[config.mk]
export PLATFORM = sky130hd
export DESIGN_NAME = sensor_node_routing_engine
export DESIGN_NICKNAME = d
export VERILOG_FILES = /design/src/hw/rtl/snre_pkg.sv /design/src/hw/rtl/snre_front.sv /design/src/hw/rtl/snre_back.sv /design/src/hw/rtl/sensor_node_routing_engine.sv
export SDC_FILE = /design/constraint.sdc
export NUM_CORES = 1
export LEC_CHECK = 0
export ABC_AREA = 0
export BUFFER_PORTS_ARGS = -buffer_cell sky130_fd_sc_hd__buf_2
export CORE_MARGIN = 2
export CORE_UTILIZATION = 40
export DETAILED_ROUTE_END_ITERATION = 8
export GPL_TIMING_DRIVEN = 0
export HOLD_SLACK_MARGIN = 0.15
export PLACE_DENSITY_LB_ADDON = 0.08
export REMOVE_ABC_BUFFERS = 1
export SLEW_MARGIN = 5
export SYNTH_ARGS = -nofsm -noshare
export SYNTH_HDL_FRONTEND = slang
export SYNTH_SLANG_ARGS = --single-unit
export TNS_END_PERCENT = 100
[constraint.sdc]
create_clock -name clk -period 6.3 [get_ports clk]
set_clock_uncertainty 0.15 [all_clocks]
set_input_delay 1.26 -clock clk [delete_from_list [all_inputs] [get_ports clk]]
set_output_delay 1.26 -clock clk [all_outputs]
set_load 0.005 [all_outputs]
[src/hw/rtl/snre_pkg.sv]
// shared types and constants of the sensor node routing engine
package snre_pkg;

  localparam int UP_ENTRIES   = 4;
  localparam int DOWN_ENTRIES = 8;
  localparam int MAX_RESULTS  = 12;
  localparam int QUEUE_DEPTH  = 4;

  localparam int UP_CW   = $clog2(UP_ENTRIES + 1);
  localparam int DOWN_CW = $clog2(DOWN_ENTRIES + 1);
  localparam int UP_IW   = (UP_ENTRIES > 1) ? $clog2(UP_ENTRIES) : 1;
  localparam int DOWN_IW = (DOWN_ENTRIES > 1) ? $clog2(DOWN_ENTRIES) : 1;
  localparam int SCAN_W  = (UP_CW > DOWN_CW) ? UP_CW : DOWN_CW;
  localparam int RES_CW  = $clog2(MAX_RESULTS + 1);
  localparam int QUEUE_IW = (QUEUE_DEPTH > 1) ? $clog2(QUEUE_DEPTH) : 1;
  localparam int QUEUE_CW = $clog2(QUEUE_DEPTH + 1);

  localparam logic [2:0] KIND_FORWARD   = 3'd0;
  localparam logic [2:0] KIND_ANNOUNCE  = 3'd1;
  localparam logic [2:0] KIND_DISCOVER  = 3'd2;
  localparam logic [2:0] KIND_ASSOCIATE = 3'd3;
  localparam logic [2:0] KIND_ACK       = 3'd4;
  localparam logic [2:0] KIND_MEASURE   = 3'd5;

  localparam logic [2:0] MT_DISCOVER  = 3'd0;
  localparam logic [2:0] MT_ANNOUNCE  = 3'd1;
  localparam logic [2:0] MT_ASSOCIATE = 3'd2;
  localparam logic [2:0] MT_ACK       = 3'd3;

  localparam logic [7:0] PROT_CTRL = 8'd1;
  localparam logic [7:0] PROT_MEAS = 8'd2;

  localparam logic [5:0] SEC_MAX     = 6'd59;
  localparam logic [6:0] SEC_PER_MIN = 7'd60;

  localparam logic [2:0] REG_NODE_ID          = 3'd0;
  localparam logic [2:0] REG_BROADCAST_HOP    = 3'd1;
  localparam logic [2:0] REG_DEST_ALL         = 3'd2;
  localparam logic [2:0] REG_SECONDS_PER_TICK = 3'd3;
  localparam logic [2:0] REG_DISCOVER_MINUTES = 3'd4;
  localparam logic [2:0] REG_ANNOUNCE_MINUTES = 3'd5;
  localparam logic [2:0] REG_MEASURE_MINUTES  = 3'd6;

  localparam logic [7:0] RST_NODE_ID          = 8'd0;
  localparam logic [7:0] RST_BROADCAST_HOP    = 8'd255;
  localparam logic [7:0] RST_DEST_ALL         = 8'd254;
  localparam logic [5:0] RST_SECONDS_PER_TICK = 6'd1;
  localparam logic [7:0] RST_DISCOVER_MINUTES = 8'd5;
  localparam logic [7:0] RST_ANNOUNCE_MINUTES = 8'd10;
  localparam logic [7:0] RST_MEASURE_MINUTES  = 8'd1;

  typedef struct packed {
    logic       cmd;
    logic [7:0] next_hop;
    logic [7:0] dest;
    logic [7:0] orig;
    logic [7:0] prot;
    logic [2:0] msg_type;
    logic [7:0] hop_count;
    logic [7:0] gateway;
    logic [7:0] msg_id;
  } in_word_t;

  typedef struct packed {
    logic [2:0] kind;
    logic [7:0] out_next_hop;
    logic [7:0] out_dest;
    logic [7:0] out_orig;
    logic [7:0] out_prot;
    logic [2:0] out_type;
    logic [7:0] out_hops;
    logic [7:0] out_gateway;
    logic [7:0] out_id;
    logic       associated;
    logic       last;
  } out_word_t;

  typedef struct packed {
    logic [7:0] node_id;
    logic [7:0] broadcast_hop;
    logic [7:0] dest_all;
    logic [5:0] seconds_per_tick;
    logic [7:0] discover_minutes;
    logic [7:0] announce_minutes;
    logic [7:0] measure_minutes;
  } cfg_t;

  typedef struct packed {
    logic      valid;
    out_word_t word;
  } push_t;

endpackage

[src/hw/rtl/snre_front.sv]
// front sequencer: accepts items, scans the tables, updates state, produces result words
module snre_front (
  input  logic              clk,
  input  logic              rst,
  input  snre_pkg::cfg_t    cfg,
  input  logic              start,
  input  snre_pkg::in_word_t item,
  output logic              busy,
  input  logic              q_full,
  output snre_pkg::push_t   push
);
  import snre_pkg::*;

  typedef enum logic [6:0] {
    S_IDLE  = 7'b0000001,
    S_CHK   = 7'b0000010,
    S_FWD   = 7'b0000100,
    S_RES   = 7'b0001000,
    S_ANN   = 7'b0010000,
    S_MEAS  = 7'b0100000,
    S_FLUSH = 7'b1000000
  } state_t;

  state_t state;
  in_word_t it;
  logic ctl, fwd_pend, fwd_down, ann_after, found, step_assoc, link_state;
  logic [5:0] second_count;
  logic [7:0] discover_left, announce_left, measure_left;
  logic [7:0] up_gw [UP_ENTRIES];
  logic [7:0] up_nh [UP_ENTRIES];
  logic [7:0] up_hops [UP_ENTRIES];
  logic [UP_CW-1:0] up_count;
  logic [7:0] down_node [DOWN_ENTRIES];
  logic [7:0] down_gw [DOWN_ENTRIES];
  logic [DOWN_CW-1:0] down_count;
  logic [SCAN_W-1:0] idx;
  logic [RES_CW-1:0] n;
  out_word_t pend;
  logic pend_v;

  logic accept, advance, em_v, emit_ok;
  out_word_t em_w;
  logic [UP_IW-1:0] up_i;
  logic [DOWN_IW-1:0] dn_i;
  logic up_lim, dn_lim, fwd_lim, fwd_hit, chk_lim, chk_hit, chk_up;
  logic [5:0] inc;
  logic [6:0] s_sum, s_new;
  logic min_roll, hdr_match, acc_v, ctl_v, need_chk, fwd_v, fwd_dn_v;
  logic [7:0] dl_dec, al_dec, ml_dec;

  function automatic state_t post_fwd(logic c, logic [2:0] t, logic lk);
    state_t r;
    r = S_FLUSH;
    if (c) begin
      if (t == MT_DISCOVER) begin
        r = lk ? S_ANN : S_FLUSH;
      end else if (t == MT_ANNOUNCE || t == MT_ASSOCIATE || t == MT_ACK) begin
        r = S_RES;
      end
    end
    return r;
  endfunction

  assign busy    = (state != S_IDLE);
  assign accept  = start && (state == S_IDLE);
  assign advance = !q_full;
  assign up_i    = idx[UP_IW-1:0];
  assign dn_i    = idx[DOWN_IW-1:0];
  assign up_lim  = idx < SCAN_W'(up_count);
  assign dn_lim  = idx < SCAN_W'(down_count);
  assign fwd_lim = fwd_down ? dn_lim : up_lim;
  assign fwd_hit = fwd_down ? (down_gw[dn_i] == it.orig) : (up_gw[up_i] == it.dest);
  assign chk_up  = (it.msg_type != MT_ASSOCIATE);
  assign chk_lim = chk_up ? up_lim : dn_lim;
  assign chk_hit = chk_up
                 ? (up_gw[up_i] == ((it.msg_type == MT_ACK) ? it.gateway : it.orig))
                 : (down_node[dn_i] == it.orig && down_gw[dn_i] == it.gateway);

  assign inc      = (cfg.seconds_per_tick > SEC_MAX) ? SEC_MAX : cfg.seconds_per_tick;
  assign s_sum    = {1'b0, second_count} + {1'b0, inc};
  assign min_roll = s_sum > {1'b0, SEC_MAX};
  assign s_new    = min_roll ? s_sum - SEC_PER_MIN : s_sum;
  assign dl_dec   = discover_left - 8'd1;
  assign al_dec   = announce_left - 8'd1;
  assign ml_dec   = measure_left - 8'd1;

  assign hdr_match = (item.next_hop == cfg.node_id) || (item.next_hop == cfg.broadcast_hop);
  assign fwd_dn_v  = !(item.dest == cfg.node_id || item.dest == cfg.dest_all)
                     && (item.dest == cfg.broadcast_hop);
  assign acc_v     = (item.dest == cfg.node_id) || (item.dest == cfg.dest_all) || fwd_dn_v;
  assign fwd_v     = !(item.dest == cfg.node_id || item.dest == cfg.dest_all);
  assign ctl_v     = acc_v && (item.prot == PROT_CTRL);
  assign need_chk  = ctl_v && (item.msg_type == MT_ANNOUNCE || item.msg_type == MT_ASSOCIATE
                              || item.msg_type == MT_ACK);

  always_comb begin
    em_v = 1'b0;
    em_w = '0;
    em_w.associated = step_assoc;
    em_w.out_orig   = cfg.node_id;
    case (state)
      S_IDLE: begin
        if (accept && item.cmd && min_roll && !link_state && dl_dec == 8'd0) begin
          em_v = 1'b1;
          em_w.kind = KIND_DISCOVER;
          em_w.out_next_hop = cfg.broadcast_hop;
          em_w.out_dest = cfg.dest_all;
          em_w.out_prot = PROT_CTRL;
          em_w.out_type = MT_DISCOVER;
          em_w.associated = link_state;
        end
      end
      S_FWD: begin
        if (advance && fwd_lim && fwd_hit) begin
          em_v = 1'b1;
          em_w.kind = KIND_FORWARD;
          em_w.out_next_hop = fwd_down ? down_node[dn_i] : up_nh[up_i];
          em_w.out_dest = it.dest;
          em_w.out_orig = it.orig;
          em_w.out_prot = it.prot;
          em_w.out_type = it.msg_type;
          em_w.out_hops = it.hop_count;
          em_w.out_gateway = it.gateway;
          em_w.out_id = it.msg_id;
        end
      end
      S_RES: begin
        em_w.out_next_hop = it.orig;
        em_w.out_dest = it.orig;
        em_w.out_prot = it.prot;
        em_w.out_hops = it.hop_count;
        em_w.out_gateway = it.gateway;
        em_w.out_id = it.msg_id;
        if (it.msg_type == MT_ANNOUNCE) begin
          em_w.kind = KIND_ASSOCIATE;
          em_w.out_type = MT_ASSOCIATE;
          em_v = advance && !found && (up_count < UP_CW'(UP_ENTRIES));
        end else if (it.msg_type == MT_ASSOCIATE) begin
          em_w.kind = KIND_ACK;
          em_w.out_type = MT_ACK;
          em_v = advance && (found || down_count < DOWN_CW'(DOWN_ENTRIES));
        end
      end
      S_ANN: begin
        if (advance && up_lim) begin
          em_v = 1'b1;
          em_w.kind = KIND_ANNOUNCE;
          em_w.out_next_hop = cfg.broadcast_hop;
          em_w.out_dest = cfg.dest_all;
          em_w.out_prot = PROT_CTRL;
          em_w.out_type = MT_ANNOUNCE;
          em_w.out_hops = up_hops[up_i];
          em_w.out_gateway = up_gw[up_i];
        end
      end
      S_MEAS: begin
        if (advance && up_lim) begin
          em_v = 1'b1;
          em_w.kind = KIND_MEASURE;
          em_w.out_next_hop = up_nh[up_i];
          em_w.out_dest = up_gw[up_i];
          em_w.out_prot = PROT_MEAS;
        end
      end
      default: begin
        em_v = 1'b0;
      end
    endcase
  end

  assign emit_ok = em_v && (n < RES_CW'(MAX_RESULTS));

  always_comb begin
    push.valid = (emit_ok && pend_v) || (state == S_FLUSH && pend_v && advance);
    push.word = pend;
    push.word.last = (state == S_FLUSH);
  end

  always_ff @(posedge clk) begin
    if (emit_ok) begin
      pend <= em_w;
    end
    if (state == S_RES && advance && !found) begin
      if (it.msg_type == MT_ASSOCIATE && down_count < DOWN_CW'(DOWN_ENTRIES)) begin
        down_node[down_count[DOWN_IW-1:0]] <= it.orig;
        down_gw[down_count[DOWN_IW-1:0]] <= it.gateway;
      end
      if (it.msg_type == MT_ACK) begin
        up_gw[up_count[UP_IW-1:0]] <= it.gateway;
        up_nh[up_count[UP_IW-1:0]] <= it.orig;
        up_hops[up_count[UP_IW-1:0]] <= (it.hop_count == 8'd255) ? 8'd255
                                        : it.hop_count + 8'd1;
      end
    end
    if (accept) begin
      it <= item;
    end
  end

  always_ff @(posedge clk) begin
    if (rst) begin
      state <= S_IDLE;
      link_state <= 1'b0;
      second_count <= '0;
      discover_left <= RST_DISCOVER_MINUTES;
      announce_left <= RST_ANNOUNCE_MINUTES;
      measure_left <= RST_MEASURE_MINUTES;
      up_count <= '0;
      down_count <= '0;
      idx <= '0;
      n <= '0;
      pend_v <= 1'b0;
      ctl <= 1'b0;
      fwd_pend <= 1'b0;
      fwd_down <= 1'b0;
      ann_after <= 1'b0;
      found <= 1'b0;
      step_assoc <= 1'b0;
    end else begin
      if (emit_ok) begin
        pend_v <= 1'b1;
        n <= n + RES_CW'(1);
      end
      case (state)
        S_IDLE: begin
          if (accept) begin
            idx <= '0;
            step_assoc <= link_state;
            ann_after <= 1'b0;
            if (!emit_ok) begin
              n <= '0;
            end else begin
              n <= RES_CW'(1);
            end
            if (item.cmd) begin
              second_count <= s_new[5:0];
              state <= S_FLUSH;
              if (min_roll) begin
                if (!link_state) begin
                  discover_left <= (dl_dec == 8'd0) ? cfg.discover_minutes : dl_dec;
                end else begin
                  announce_left <= (al_dec == 8'd0) ? cfg.announce_minutes : al_dec;
                  measure_left <= (ml_dec == 8'd0) ? cfg.measure_minutes : ml_dec;
                  ann_after <= (al_dec == 8'd0);
                  if (ml_dec == 8'd0) begin
                    state <= S_MEAS;
                  end else if (al_dec == 8'd0) begin
                    state <= S_ANN;
                  end
                end
              end
            end else if (hdr_match) begin
              ctl <= ctl_v;
              fwd_pend <= fwd_v;
              fwd_down <= fwd_dn_v;
              if (need_chk && item.msg_type == MT_ACK && up_count >= UP_CW'(UP_ENTRIES)) begin
                up_count <= '0;
              end
              if (need_chk) begin
                state <= S_CHK;
              end else if (fwd_v) begin
                state <= S_FWD;
              end else begin
                state <= post_fwd(ctl_v, item.msg_type, link_state);
              end
            end
          end
        end
        S_CHK: begin
          if (!chk_lim || chk_hit) begin
            found <= chk_lim && chk_hit;
            idx <= '0;
            if (it.msg_type == MT_ACK && !(chk_lim && chk_hit)) begin
              step_assoc <= 1'b1;
            end
            state <= fwd_pend ? S_FWD : post_fwd(ctl, it.msg_type, link_state);
          end else begin
            idx <= idx + SCAN_W'(1);
          end
        end
        S_FWD: begin
          if (advance) begin
            if (fwd_lim) begin
              idx <= idx + SCAN_W'(1);
            end else begin
              idx <= '0;
              state <= post_fwd(ctl, it.msg_type, link_state);
            end
          end
        end
        S_RES: begin
          if (advance) begin
            if (!found && it.msg_type == MT_ASSOCIATE && down_count < DOWN_CW'(DOWN_ENTRIES)) begin
              down_count <= down_count + DOWN_CW'(1);
            end
            if (!found && it.msg_type == MT_ACK) begin
              up_count <= up_count + UP_CW'(1);
              link_state <= 1'b1;
            end
            state <= S_FLUSH;
          end
        end
        S_ANN: begin
          if (advance) begin
            if (up_lim) begin
              idx <= idx + SCAN_W'(1);
            end else begin
              idx <= '0;
              state <= S_FLUSH;
            end
          end
        end
        S_MEAS: begin
          if (advance) begin
            if (up_lim) begin
              idx <= idx + SCAN_W'(1);
            end else begin
              idx <= '0;
              state <= ann_after ? S_ANN : S_FLUSH;
            end
          end
        end
        S_FLUSH: begin
          if (advance) begin
            pend_v <= 1'b0;
            state <= S_IDLE;
          end
        end
        default: begin
          state <= S_IDLE;
        end
      endcase
    end
  end

endmodule

[src/hw/rtl/snre_back.sv]
// result queue and output register, one word delivered per cycle
module snre_back (
  input  logic                clk,
  input  logic                rst,
  input  snre_pkg::push_t     push,
  output logic                q_full,
  output logic                done,
  output snre_pkg::out_word_t result
);
  import snre_pkg::*;

  out_word_t mem [QUEUE_DEPTH];
  logic [QUEUE_IW-1:0] head, tail;
  logic [QUEUE_CW-1:0] cnt;
  logic pop;

  assign q_full = (cnt == QUEUE_CW'(QUEUE_DEPTH));
  assign pop = (cnt != '0);

  always_ff @(posedge clk) begin
    if (push.valid) begin
      mem[tail] <= push.word;
    end
    if (pop) begin
      result <= mem[head];
    end
  end

  always_ff @(posedge clk) begin
    if (rst) begin
      head <= '0;
      tail <= '0;
      cnt <= '0;
      done <= 1'b0;
    end else begin
      done <= pop;
      if (push.valid) begin
        tail <= (tail == QUEUE_IW'(QUEUE_DEPTH - 1)) ? '0 : tail + QUEUE_IW'(1);
      end
      if (pop) begin
        head <= (head == QUEUE_IW'(QUEUE_DEPTH - 1)) ? '0 : head + QUEUE_IW'(1);
      end
      if (push.valid && !pop) begin
        cnt <= cnt + QUEUE_CW'(1);
      end else if (!push.valid && pop) begin
        cnt <= cnt - QUEUE_CW'(1);
      end
    end
  end

endmodule

[src/hw/rtl/sensor_node_routing_engine.sv]
// Sensor node routing engine: takes a received header or a time tick while busy is low and
// start is high. A header for another node leaves the engine idle. A tick passes through
// the accept and a final flush state, with a measurement round, an announce round or both
// in between where they fall due. A header passes through the accept, a scan for each that
// it needs (membership check, forward scan, announce round), a reply state where there is a
// reply, and a final flush state; the front sequencer reads one table entry per cycle, in the
// forward scan and rounds only while the queue is not full. The queue drains one word per
// cycle, as fast as the front fills it, so it adds no stall. Result words leave the queue
// one per cycle, each shown for one cycle with done high; the receiver cannot stall, and
// the last word of an item carries last.
module sensor_node_routing_engine (
  input  logic                clk,
  input  logic                rst,
  input  logic                start,
  output logic                busy,
  input  snre_pkg::in_word_t  item,
  output logic                done,
  output snre_pkg::out_word_t result,
  input  logic                cfg_we,
  input  logic [2:0]          cfg_index,
  input  logic [7:0]          cfg_data
);
  import snre_pkg::*;

  cfg_t cfg;
  push_t push;
  logic q_full;

  always_ff @(posedge clk) begin
    if (rst) begin
      cfg.node_id <= RST_NODE_ID;
      cfg.broadcast_hop <= RST_BROADCAST_HOP;
      cfg.dest_all <= RST_DEST_ALL;
      cfg.seconds_per_tick <= RST_SECONDS_PER_TICK;
      cfg.discover_minutes <= RST_DISCOVER_MINUTES;
      cfg.announce_minutes <= RST_ANNOUNCE_MINUTES;
      cfg.measure_minutes <= RST_MEASURE_MINUTES;
    end else if (cfg_we) begin
      case (cfg_index)
        REG_NODE_ID:          cfg.node_id <= cfg_data;
        REG_BROADCAST_HOP:    cfg.broadcast_hop <= cfg_data;
        REG_DEST_ALL:         cfg.dest_all <= cfg_data;
        REG_SECONDS_PER_TICK: cfg.seconds_per_tick <= cfg_data[5:0];
        REG_DISCOVER_MINUTES: cfg.discover_minutes <= cfg_data;
        REG_ANNOUNCE_MINUTES: cfg.announce_minutes <= cfg_data;
        REG_MEASURE_MINUTES:  cfg.measure_minutes <= cfg_data;
        default: begin
        end
      endcase
    end
  end

  snre_front u_front (
    .clk    (clk),
    .rst    (rst),
    .cfg    (cfg),
    .start  (start),
    .item   (item),
    .busy   (busy),
    .q_full (q_full),
    .push   (push)
  );

  snre_back u_back (
    .clk    (clk),
    .rst    (rst),
    .push   (push),
    .q_full (q_full),
    .done   (done),
    .result (result)
  );

`ifndef NO_ASSERTIONS
  a_no_push_full: assert property (@(posedge clk) disable iff (rst)
    push.valid |-> !q_full) else $error("word pushed into full queue");

  a_last_ends_item: assert property (@(posedge clk) disable iff (rst)
    push.valid && push.word.last |=> !busy) else $error("busy after last word");

  a_foreign_idle: assert property (@(posedge clk) disable iff (rst)
    start && !busy && !item.cmd && item.next_hop != cfg.node_id
    && item.next_hop != cfg.broadcast_hop |=> !busy)
    else $error("foreign header kept engine busy");
`endif

endmodule
Yosys cells after proc, flatten, opt, wreduce, memory -nomap -nowiden
Memory sizes are Yosys's and may differ from the RTL's. A register that Yosys moved wholly into a read port is not among the register bits.
Index checks and enable logic that the tools add are counted.
Widths: inputs -> output; s select.
- bitwise logic cells: 3
- mux-type cells: 115
- add/sub/neg operators: 14
- reduce and logical (&&, ||, !) cells: 80
- order comparisons: 8
- equal/unequal tests: 53
- operators by type and width (cell ; count):
    $mux 7 ; 27
    $pmux 19 s5 ; 1
    $eq 8x8->1 ; 10
    $mux 59 ; 1
    $mux 8 ; 7
    $pmux 7 s7 ; 1
    $pmux 16 s3 ; 1
    $mux 3 ; 15
    $mux 4 ; 10
    $pmux 8 s5 ; 1
    $logic_and 1x1->1 ; 31
    $mux 1 ; 29
    $logic_not 8->1 ; 3
    $ne 2x2->1 const B ; 12
    $sub 8x1->8 const B ; 3
    $mux 2 ; 10
    $mux 20 ; 1
    $mux 19 ; 1
    $eq 3x2->1 const B ; 6
    $mux 18 ; 1
    $reduce_and 2->1 ; 9
    $mux 17 ; 1
    $pmux 4 s4 ; 1
    $pmux 8 s2 ; 1
    47 further kinds ; 90
- logic and storage cells: 324
- memories: 6
- input bits: 75
- output and inout bits: 66
- register bits after elaboration: 236
- RAM bits: 480
- memory list (memory ; words ; bits a word ; rd ports ; clocked after Yosys merged registers in ; write ports ; RTL line ; text):
    u_back.mem ; 4 ; 64 ; 1 ; 1 ; 1 ; snre_back.sv:12 ; out_word_t mem [QUEUE_DEPTH];
    u_front.down_gw ; 8 ; 8 ; 1 ; 1 ; 1 ; snre_front.sv:34 ; logic [7:0] down_gw [DOWN_ENTRIES];
    u_front.down_node ; 8 ; 8 ; 1 ; 1 ; 1 ; snre_front.sv:33 ; logic [7:0] down_node [DOWN_ENTRIES];
    u_front.up_gw ; 4 ; 8 ; 1 ; 1 ; 1 ; snre_front.sv:29 ; logic [7:0] up_gw [UP_ENTRIES];
    u_front.up_hops ; 4 ; 8 ; 1 ; 1 ; 1 ; snre_front.sv:31 ; logic [7:0] up_hops [UP_ENTRIES];
    u_front.up_nh ; 4 ; 8 ; 1 ; 1 ; 1 ; snre_front.sv:30 ; logic [7:0] up_nh [UP_ENTRIES];

Logic depth before layout (Yosys ltp)
- depth in word-level cells: 16
- mapped depth: 17
- gate-level depth less buffers: 17

By module
From an unflattened synthesis, not the netlist that was laid out.
- cells, all modules: 1971
- area total of the unflattened synthesis: 31978.2 um^2
- by module, submodules not included (module ; area each (um^2) ; sequential area each (um^2) ; cells each ; times used):
    snre_front ; 18266.3 ; 11410.9 ; 1326 ; 1
    snre_back ; 11572.3 ; 9769.4 ; 445 ; 1
    sensor_node_routing_engine ; 2139.6 ; 1081.0 ; 200 ; 1

Worst setup path after synthesis
OpenSTA, ideal clock, no wires.
- path kind: register to register
- from: reg, netlist name cfg[27]
- to: mem u_back.mem[0][0] (netlist name), enable pin
- clock period less this slack: 4.811 ns
- slack: 1.489 ns
- buffers on the path: 0
- arrival time: 4.232 ns
- stages on the path, launching flop included: 15
- data required time: 5.721 ns
- setup time: 0.429 ns
- cells stage by stage: dfxtp_1 > nand4_1 > nand2b_1 > ha_1 > inv_1 > fa_1 > xor2_1 > ha_1 > mux2_2 > a31oi_1 > and4_1 > o311a_4 > or3_1 > o221a_4 > and2_1
- RTL lines (what ; RTL line):
    to (decl) ; snre_back.sv:12

==> results_dict.tcl <==
set metrics [dict create \
    irDropWorstVdd_mv 0.251 \
    path_cells "mux4_1 > mux2i_1 > xor2_1 > o2111ai_1 > o41ai_2 > o21a_1 > o221a_4 > and2_4 > buf_16" \
    grt_overflow 0 \
    postCtsHoldBufs 0 \
    gp_congestion 0.825 \
    drv_cap 0 \
    rrSetupSlack_ns 0.62 \
    dpl-instance-area_um2 33900 \
    slowest_delay_ns 1.01 \
    cp-end-kind "flop" \
    hold_depth 2 \
    syn_to_final_growth_pct 15.5 \
    crit_family "compound AO/OA/AOI/OAI gates" \
    layout.nets 2276 \
    die_area_um2 81600 \
    synth-edff-count 658 \
    slew_viol_final 0 \
    cp_max_fo 48 \
    swShare_pct 25.9 \
    synth_cells 1989 \
    drc 0 \
    start_util_pct 40.3 \
    power_density_nw_per_um2 361 \
    dr.pass1.iters 5 \
    cts_tree "yes" \
    worst_setup_path_start_kind "flop" \
    combinationalPowerShare_pct 13.5 \
    seqPwrFrac_pct 50.2 \
    vias 17500 \
    fin_crit_sh_pct 90.2 \
    finalSetupViolations 0 \
    layout-drive-gt1-share_pct 19.9 \
    design_area_um2 36600 \
    synthArstFlopShare_pct 0 \
    setup_tns_ns 0 \
    rsz0062_at_grt "false" \
    yosysUniqueCellTypes 82 \
    root_buffer "clkbuf_16" \
    ys_top_cells_by_area "edfxtp_1 62%, dfxtp_1 7.9%, mux4_2 7.0%" \
    drt-total-wl_um 75900 \
    final_core_util_pct 46.5 \
    avgSynthCellArea_um2 15.9 \
    cts_inserted_buffers 86 \
    slew_headroom_pct 8.26 \
    grtUsageTotal_pct 18.7 \
    min_to "cfg[19]$_SDFFE_PP0P_" \
    clk_latency_ns 0.63 \
    max_clock_freq_mhz 176 \
    hold_viol 0 \
    grt_pass1_vias 18000 \
    coreArea_um2 78700 \
    num_io_pins 141 \
    worst_pin_slew_ns 1.37 \
    min_path_type "flop to flop" \
    final_common_cell "edfxtp_1" \
    power.total_mw 13.2 \
    required_ns 6.43 \
    die_w_um 286 \
    crit_buf_inv 1 \
    internal_power_mw 9.79 \
    place_hpwl_um 48800 \
    grt_first_pass_wirelength_um 115000 \
    htree_levels 3 \
    ys_seq_elements 783 \
    yosysTopAreaCell "edfxtp_1" \
    vias_per_cell 5.32 \
    fill_cells 6871 \
    crit_type "flop to flop" \
    die_y_um 286 \
    arrival_ns 5.81 \
    crit_slowest_cell "o21a_1" \
    worstHoldStart "cfg[19]$_SDFFE_PP0P_" \
    post-cts-setup-buffer-count 0 \
    synth_top_area_share_pct 62.3 \
    ys.flop_type "edfxtp_1" \
    wl_per_cell_um 23.1 \
    layout_min_cycle_time_ns 5.68 \
    numPortBuffers 140 \
    stdcell_count 3286 \
    clkPwrFrac_pct 36.3 \
    synth_area_um2 31700 \
    grt_max_degree 80 \
    ctsResizeCount 0 \
    post-place-cells 3129 \
    power.switching_mw 3.42 \
    rows 103 \
    rr_worst_depth 9 \
    yosysWarnings 0 \
    layout_common_cells "658 x edfxtp_1, 172 x nand2_1, 139 x buf_2" \
    cts_sinks 783 \
    cts_buffer_depth 3 \
    p_leak_nw 12.1 \
    yosysSeqAreaShare_pct 70.2 \
    path_clk_slew_ns 0.06 \
    antenna_found_initial 8 \
    ant_nets 0 \
    status "completed" \
    drtIter0Drc 1174 \
    r2r_end "u_back.mem[2][14]$_DFFE_PP_" \
]
## layer usage
| layer | vias to the layer above | track usage [%] | part of all wire [%] |
|---|---|---|---|
| met5 | - | 0 | 0.095 |
| met4 | 12 | 5.04 | 1.9 |
| met3 | 110 | 3.76 | 5.0 |
| met2 | 357 | 31.0 | 49 |
| met1 | 8891 | 25.1 | 44 |
| li1 | 8111 | - | - |
## cell usage after synthesis, types with 13 or more instances
cell type and count:
o21ai_0 36, a211oi_1 19, nand3_1 52, a21oi_1 64
and2_1 28, nor2_1 90, buf_2 13, a21o_1 13
xnor2_1 41, edfxtp_1 658, mux2i_1 68, nor2b_1 16
or3_1 13, nand2b_1 19, dfxtp_1 125, xor2_1 51
and3_1 14, clkbuf_1 41, nor4_1 19, nand2_1 172
a22oi_1 15, ha_1 33, inv_1 33, a22o_1 39
mux4_2 98, a221o_1 14, nor3_1 34
## state kept, by name (all words and copies together) (netlist names), 2 cells and up, named ones only
register / cells
u_back.mem: 256
u_back.result: 64
u_front.down_gw: 64
u_front.down_node: 64
u_front.push: 63
cfg: 54
u_front.it: 51
u_front.up_gw: 32
u_front.up_hops: 32
u_front.up_nh: 32
u_front.announce_left: 8
u_front.discover_left: 8
u_front.measure_left: 8
u_front.state: 7
u_front.second_count: 6
u_front.down_count: 4
u_front.idx: 4
u_front.n: 4
u_back.cnt: 3
u_front.up_count: 3
u_back.head: 2
u_back.tail: 2
## per-stage QoR
stage	hold WS, ns	setup slack (ns)
2_1_floorplan	0.276	0.0937
3_3_place_gp	0.295	-3.58
3_5_place_dp	0.301	0.513
4_1_cts	0.310	0.514
5_1_grt	0.317	0.316
6_report	0.310	0.616
## power by group through the flow
stage          clock network (mW)  logic, mW  registers (mW)
2_1_floorplan                   0      0.991            6.69
4_1_cts                      4.94       1.84            6.64
3_3_place_gp                    0       1.67            6.92
5_1_grt                      5.16       1.97            6.68
6_report                     4.80       1.78            6.62
3_5_place_dp                    0       1.83            6.75
## tightest hold or removal path, stage by stage, from the launching register on
cell     delay [ns]
dfxtp_1        0.31
nand2_1        0.05
a21oi_1        0.05
## how the worst max path moves through the flow
stage	start	end	slack [ns]	cells past startpoint
after global routing	flop	u_back.mem[0][7]$_DFFE_PP_	0.32	9
final	flop	u_back.mem[2][14]$_DFFE_PP_	0.62	9
after CTS	flop	u_back.mem[0][7]$_DFFE_PP_	0.51	9
after floorplan	flop	u_back.mem[0][0]$_DFFE_PP_	0.09	8
after detailed placement	flop	u_back.mem[0][21]$_DFFE_PP_	0.51	9
after global placement	flop	u_back.mem[3][8]$_DFFE_PP_	-3.58	8
## cell type report
| cell class | instances | area (µm²) | share of cell area, % |
|---|---|---|---|
| inverter | 34 | 135 | 0.369 |
| clock inverter | 44 | 364 | 0.994 |
| tap | 1050 | 1310 | 3.59 |
| timing repair buffer | 169 | 1210 | 3.30 |
| multi-input combinational | 1093 | 9000 | 24.6 |
| antenna | 1 | 2.50 | 0.00683 |
| clock buffer | 112 | 2320 | 6.34 |
| sequential | 783 | 22300 | 60.8 |
## cells by family after synthesis
| family | synth area share, % |
|---|---|
| flip-flops | 70.2 |
| AND/OR/NAND/NOR | 8.01 |
| XOR/XNOR | 2.54 |
| AO/OA/AOI/OAI | 6.20 |
| adder cells (fa/ha/maj) | 1.36 |
| buffers and inverters | 1.69 |
| multiplexers | 10.0 |
Power figures use the tool's default switching activity.
